==> config.mk <==
export PLATFORM = sky130hd
export DESIGN_NAME = brm_cell
export DESIGN_NICKNAME = d
export VERILOG_FILES = /design/src/rtl/core/brm_pkg.sv /design/src/rtl/core/brm_cell.sv
export SDC_FILE = /design/constraint.sdc
export NUM_CORES = 1
export LEC_CHECK = 0
export ABC_AREA = 1
export CAP_MARGIN = 20
export CORE_MARGIN = 4
export CORE_UTILIZATION = 65
export DETAILED_ROUTE_END_ITERATION = 6
export DONT_BUFFER_PORTS = 1
export PLACE_DENSITY = 0.81
export SLEW_MARGIN = 30
export SYNTH_ARGS = -nofsm -noshare
export SYNTH_HDL_FRONTEND = slang
export SYNTH_SLANG_ARGS = --single-unit
==> constraint.sdc <==
create_clock -name clk -period 3.17 [get_ports clk]
set_input_delay 0 -clock clk [delete_from_list [all_inputs] [get_ports clk]]
set_output_delay 0 -clock clk [all_outputs]
set_load 0.005 [all_outputs]
==> src/rtl/core/brm_pkg.sv <==
// ----------------------------------------------------------------------------
// Booth radix-2 multiplier package
// Operand field width and the Booth recoding of one multiplier bit pair.
// ----------------------------------------------------------------------------
`timescale 1ns / 1ps
`default_nettype none

package brm_pkg;

	// Width of the operand and product fields on the ports.
	localparam int OPND_W = 32;

	typedef enum logic [1:0] {
		BOOTH_NOP,
		BOOTH_ADD,
		BOOTH_SUB
	} booth_op_t;

	// Recode the current multiplier bit and the bit shifted out before it.
	function automatic booth_op_t booth_decode(input logic low, input logic prev);
		booth_op_t op;
		case ({low, prev})
			2'b10:   op = BOOTH_SUB;
			2'b01:   op = BOOTH_ADD;
			default: op = BOOTH_NOP;
		endcase
		return op;
	endfunction

endpackage

`default_nettype wire

==> src/rtl/core/brm_cell.sv <==
// ----------------------------------------------------------------------------
// Booth radix-2 multiplier cell
// One recoding step: add, subtract or keep the accumulator, then shift {acc, q, prev} right.
// ----------------------------------------------------------------------------
`timescale 1ns / 1ps
`default_nettype none

module brm_cell
	import brm_pkg::*;
#(
	parameter int WIDTH = 32
) (
	input  logic             clk,
	input  logic             arst_n,
	input  logic             up_valid,
	output logic             up_stall,
	input  logic [WIDTH-1:0] up_acc,
	input  logic [WIDTH-1:0] up_q,
	input  logic             up_prev,
	input  logic [WIDTH-1:0] up_m,
	output logic             dn_valid,
	input  logic             dn_stall,
	output logic [WIDTH-1:0] dn_acc,
	output logic [WIDTH-1:0] dn_q,
	output logic             dn_prev,
	output logic [WIDTH-1:0] dn_m
);

	logic             valid_q;
	logic [WIDTH-1:0] acc_q;
	logic [WIDTH-1:0] q_q;
	logic             prev_q;
	logic [WIDTH-1:0] m_q;
	logic [WIDTH-1:0] sum;
	booth_op_t        op;

	// Hold only when full and the neighbor downstream holds too.
	assign up_stall = valid_q && dn_stall;

	always_comb begin
		op = booth_decode(up_q[0], up_prev);
		case (op)
			BOOTH_ADD: sum = up_acc + up_m;
			BOOTH_SUB: sum = up_acc - up_m;
			default:   sum = up_acc;
		endcase
	end

	always_ff @(posedge clk or negedge arst_n) begin
		if (!arst_n) begin
			valid_q <= 1'b0;
		end else if (!up_stall) begin
			valid_q <= up_valid;
		end
	end

	always_ff @(posedge clk) begin
		if (!up_stall) begin
			acc_q  <= {sum[WIDTH-1], sum[WIDTH-1:1]};
			q_q    <= {sum[0], up_q[WIDTH-1:1]};
			prev_q <= up_q[0];
			m_q    <= up_m;
		end
	end

	assign dn_valid = valid_q;
	assign dn_acc   = acc_q;
	assign dn_q     = q_q;
	assign dn_prev  = prev_q;
	assign dn_m     = m_q;

endmodule

`default_nettype wire

# --- After elaboration in Yosys (flattened, before gate mapping) ---
# Cells that the tools add are included.
# Widths: inputs -> output; s select.
totals:
  regBits: 97
  latch_bits: 0
  ram_bits: 0
  romBits: 0
  inputBits: 101
  n_memories: 0
classes:
  n_addsub: 2
  mul: 0
  n_div: 0
  n_lt_le_gt_ge: 0
  n_eq_ne: 4
  n_shift: 0
  muxes: 2
  bitwise: 0
  reduce_logical: 1
op_table:
  columns: ["op", "n"]
  rows:
  - ["$pmux 32 s2", 1]
  - ["$add 32x32->32", 1]
  - ["$sub 32x32->32", 1]
  - ["$eq 2x1->1 const B", 2]
  - ["$eq 2x2->1 const B", 2]
  - ["$pmux 2 s2", 1]
  - ["$logic_and 1x1->1", 1]

# --- Logic depth before layout (Yosys ltp) ---
logic_depth:
  depth_word: 4
  depth_mapped: 21
  mapped_depth_nobuf: 21

# --- Worst setup path before layout ---
# No wires, ideal clock.
synth_path:
  path_kind: "reg2reg"
  start: "reg valid_q (netlist: dn_valid)"
  end: "reg valid_q (netlist: dn_valid)"
  t_arrival_ns: 3.045
  path_slack_ns: -0.003
  stages_incl_launch_ff: 4
  n_path_buf: 0
  synth_period_minus_slack_ns: 3.173
  cell_sequence: "dfrtp_1 -> nand2_1 -> inv_1 -> or2_2"
synth_via:
  elab_chain_cells: 1
synth_lines:
  columns: ["element", "line_no", "text"]
  rows:
  - ["start: declaration", "brm_cell.sv:29", "logic valid_q;"]
  - ["start signal: assignment", "brm_cell.sv:53", "valid_q <= up_valid;"]
  - ["$logic_and 1x1->1", "brm_cell.sv:38", "assign up_stall = valid_q && dn_stall;"]
  - ["net up_stall", "brm_cell.sv:16", "output logic up_stall,"]
# The timed path passes the listed nets, and every way through them passes these cells.
# A chain may end at the register's enable or synchronous reset.

# --- Worst setup path in the final report ---
layout_path:
  start: "in up_m[1]"
  end: "reg acc_q[29] (netlist: dn_acc[29]) (data pin)"
layout_via:
  elab_chain_cells: 2
layout_lines:
  columns: ["element", "line_no", "text"]
  rows:
  - ["start: declaration", "brm_cell.sv:20", "input logic [WIDTH-1:0] up_m,"]
  - ["$sub 32x32->32 or $add 32x32->32 (tied branches)", "brm_cell.sv:44, brm_cell.sv:43", null]
  - ["$pmux 32 s2 *", "brm_cell.sv:42", "case (op)"]
  - ["net sum[30]", "brm_cell.sv:34", "logic [WIDTH-1:0] sum;"]
  - ["end signal: assignment", "brm_cell.sv:59", "acc_q <= {sum[WIDTH-1], sum[WIDTH-1:1]};"]
  - ["end: declaration", "brm_cell.sv:30", "logic [WIDTH-1:0] acc_q;"]
# The timed path passes the listed nets; every way through them passes the cells marked *.

==> run summary <==
====================================================================================
Number of global-route vias before repair                                       6643
Synth area leader                                                       sky130_fd_sc_hd__edfxtp_1
EDFF count, synth                                                                 96
Gate Count Post-Synth                                                            877
Layout overhead on the synthesized area                                       20.63%
Setup violation total in the final timing report                                   0
DR vias/cell                                                                   6.055
Clock Pin Slew Worst Setup and Hold Paths                                    0.10 ns
FF-to-FF path depth                                                                2
Initial core utilization                                                      0.6777
Critical hold path startpoint                                              up_acc[8]
Antenna Cells                                                                      0
Final GP Congestion                                                            1.031
Num CTS Buffers                                                                    9
Maximum number of buffers from clock root to sink                                  2
Average wire length per cell after detail routing                           21.33 um
Pins Over Slew Limit                                                               0
Starting DRC count in detailed routing                                          1030
H-tree lvl count                                                                   3
Setup skew after layout                                                   0.01984 ns
Ys flop type                                                            sky130_fd_sc_hd__edfxtp_1
Most used cells in the layout excluding fill and tap cells              sky130_fd_sc_hd__nand2_1, sky130_fd_sc_hd__inv_1, sky130_fd_sc_hd__dlygate4sd3_1, sky130_fd_sc_hd__edfxtp_1, sky130_fd_sc_hd__nor2_1
Number of stages on the worst hold path                                            3
Part of the cycle the worst path needs                                        0.8526
Simple-Gate Fraction of Synth Area                                            0.3212
Remaining antenna violation count after routing                                    0
Number of failing hold endpoints at the final stage                                0
Die outline area                                                           12020 um2
Clock insertion delay at the later pin of the skew report                    0.41 ns
Grt total ovfl                                                                     0
Global-route wire length before repair                                      35.48 mm
Time the final worst path needs with I/O delays and setup                   2.703 ns
Cell types with the largest area share after synthesis                  sky130_fd_sc_hd__edfxtp_1, sky130_fd_sc_hd__nand2_1, sky130_fd_sc_hd__inv_1, sky130_fd_sc_hd__ha_1, sky130_fd_sc_hd__nor2_1
Total leakage power                                                         3.881 nW
Library cell used as clock root buffer                                  sky130_fd_sc_hd__clkbuf_8
Chip height                                                                 109.6 um
Reported max-cap violation count                                                   0
Actual transition at the worst max-transition pin                          0.9338 ns
Post-layout nets                                                                1116
Router iterations before antenna repair                                            7
Worst vdd ir                                                                295.0 uV
XOR/XNOR Fraction of Synth Area                                              0.04695
Type of destination of the critical path                                   flip-flop
I/O Pins                                                                         200
Run status                                                              finished, violations left
Post-route DRC violation count                                                     5
Yosys warnings                                                                     0
FF+latch count, synth                                                             97
Pin count of the biggest net entering global routing                              65
Unique cell type count in the Yosys netlist                                       35
Slew Limit Headroom                                                           0.3768
HPWL after detailed placement                                               15.71 mm
Post CTS Setup Buffer Count                                                        0
Max Fclk                                                                  0.3700 GHz
Adder and majority gate portion of the synthesized area                      0.06447
Clock tree from TritonCTS                                                       done
Maximum fanout count along the critical path                                       5
Total track usage                                                             0.4004
TNS Setup                                                                       0 ns
Critical path startpoint category                                          input pin
Die width                                                                   109.6 um
Part of the Yosys area used for sequential elements                           0.4330
Floorplan core area                                                         9910 um2
Mean instance size in the synthesized netlist                              7.657 um2
Register-to-Register Setup Slack                                             1.52 ns
Count of buffers inserted at the top-level ports                                   0
Arrival time reported for the critical path endpoint                         2.86 ns
Reg2Reg Capture Point                                                       dn_q[19]
Synthesized-area fraction occupied by ao, oa, aoi and oai cells              0.04416
Proportion of synthesized area in mux cells                                        0
Post-route non-filler standard cell count                                       1119
Source of the worst register-to-register timing path                        dn_valid
Critical path launch point                                                   up_m[1]
Count of filler cells inserted in the layout                                     634
Class of the worst hold path                                            input pin to flip-flop
Total Wirelength                                                            23.86 mm
Share of final-layout standard cells stronger than drive strength 1          0.05882
Critical path required time                                                  3.32 ns
Number of antenna violations at the first check in global routing                  0
Failing checks                                                          design-rule violations
Combined area of all synthesized cells                                      6715 um2
Main combinational cell family by area after synthesis                  simple AND/OR/NAND/NOR gates
Power density relative to cell area                                     459.2 nW/um2
Most common cell after layout, fill and taps aside                      sky130_fd_sc_hd__nand2_1
Proportion of synthesized flip-flops having asynchronous set or reset        0.01031
Share of the synthesized area in the top cell type                            0.4293
Type of the worst setup path                                            input pin to flip-flop
Number of clock sinks seen by CTS                                                 97
Vias after detailed routing                                                     6776
Endpoint with the worst hold slack                                         dn_acc[7]
RSZ-0062 raised after global routing                                           false
FP Rows                                                                           36
# placed instances                                                              1004
Total nets after synthesis                                                      1012
====================================================================================
## power breakdown
part           leakage [nW]  total, mW  switching, mW  internal [mW]
Clock                 0.105      0.974          0.521          0.452
Sequential            0.980       1.68         0.0976           1.58
Combinational          2.80       1.07          0.677          0.388
Total                  3.88       3.72           1.30           2.42
## sequential cells by signal, indices dropped and copies added, names as in the netlist
name,count
dn_valid,1
dn_m,32
dn_acc,31
dn_prev,1
dn_q,32
## critical path, stage by stage
cell and delay [ns]:
sky130_fd_sc_hd__inv_1 0.06, sky130_fd_sc_hd__ha_1 0.29, sky130_fd_sc_hd__nand3_2 0.16, sky130_fd_sc_hd__nor3_1 0.37
sky130_fd_sc_hd__nand3_1 0.21, sky130_fd_sc_hd__xnor2_1 0.17, sky130_fd_sc_hd__nand2_1 0.05, sky130_fd_sc_hd__o21ai_0 0.16
sky130_fd_sc_hd__ha_1 0.41, sky130_fd_sc_hd__inv_1 0.08, sky130_fd_sc_hd__nor3_1 0.27, sky130_fd_sc_hd__nand2_1 0.14
sky130_fd_sc_hd__nor2_1 0.11, sky130_fd_sc_hd__nand2_1 0.09, sky130_fd_sc_hd__nand2_1 0.08, sky130_fd_sc_hd__nand2_1 0.04
sky130_fd_sc_hd__nand3_1 0.06, sky130_fd_sc_hd__nand2_1 0.09
## how the worst max path moves through the flow
| stage | depth (start not counted) | end | slack (ns) |
|---|---|---|---|
| 6_report | 18 | dn_acc[29] | 0.47 |
| 5_1_grt | 18 | dn_acc[29] | 0.28 |
| 4_1_cts | 18 | dn_acc[29] | 0.70 |
| 3_5_place_dp | 18 | dn_acc[29] | 0.30 |
| 3_3_place_gp | 18 | dn_acc[29] | 0.36 |
| 2_1_floorplan | 17 | dn_acc[12] | 0.85 |
## synthesized netlist by cell type (3+ instances only)
cell type,number
sky130_fd_sc_hd__xor2_1,24
sky130_fd_sc_hd__o21ai_0,14
sky130_fd_sc_hd__nand2_1,299
sky130_fd_sc_hd__nand3_2,4
sky130_fd_sc_hd__nand2_2,9
sky130_fd_sc_hd__nor3_2,3
sky130_fd_sc_hd__inv_2,3
sky130_fd_sc_hd__o21bai_1,4
sky130_fd_sc_hd__nand3_1,54
sky130_fd_sc_hd__edfxtp_1,96
sky130_fd_sc_hd__nor3_1,8
sky130_fd_sc_hd__nor2_4,4
sky130_fd_sc_hd__nor2_1,78
sky130_fd_sc_hd__inv_1,146
sky130_fd_sc_hd__nand3b_1,7
sky130_fd_sc_hd__ha_1,33
sky130_fd_sc_hd__xnor2_1,12
sky130_fd_sc_hd__nor2_2,5
sky130_fd_sc_hd__or2_1,3
sky130_fd_sc_hd__nand4_1,14
sky130_fd_sc_hd__a21oi_1,28
sky130_fd_sc_hd__or2_2,6
sky130_fd_sc_hd__clkbuf_1,8
## repair_timing
item	CTS	global route
gates resized for setup	0	0
hold endpoints to repair	98	0
hold buffers	99	0
## through the flow
stage | power [mW] | instance area [um2] | utilization | hold slack (ns) | setup WS (ns)
finish | 3.720 | 8100 | 0.8174 | 0.07094 | 0.4672
global route | 3.871 | 8100 | 0.8174 | 0.1051 | 0.2774
CTS | 3.619 | 8100 | 0.8174 | 0.05846 | 0.7019
detailed placement | 2.600 | 6893 | 0.6956 | -0.2955 | 0.2959
global placement | 2.566 | 6893 | 0.6956 | -0.2956 | 0.3593
floorplan | 2.352 | 6718 | - | -0.2956 | 0.8539
## cell type report
cell class | instances | area (um2) | area share
Multi-Input combinational cell | 620 | 3209 | 0.3962
Sequential cell | 97 | 2908 | 0.3590
Timing Repair Buffer | 104 | 1041 | 0.1285
Inverter | 149 | 559.3 | 0.06905
Tap cell | 133 | 166.4 | 0.02054
Clock buffer | 11 | 131.4 | 0.01622
Clock inverter | 5 | 85.08 | 0.01050
## logic make-up after synthesis
group                    after synthesis
AO/OA/AOI/OAI                         54
XOR/XNOR                              36
adder cells (fa/ha/maj)               34
buffers and inverters                160
flip-flops                            97
AND/OR/NAND/NOR                      496
## per-layer routing
| metal | vias to the layer above | wire length [um] | GRT usage |
|---|---|---|---|
| met4 | 0 | 1431 | 0.2226 |
| met1 | 3027 | 7899 | 0.4614 |
| met2 | 617 | 10990 | 0.6569 |
| met3 | 135 | 3544 | 0.1315 |
| met5 | - | 0 | 0 |
| li1 | 2997 | - | - |
(Power assumes the default switching activity.)
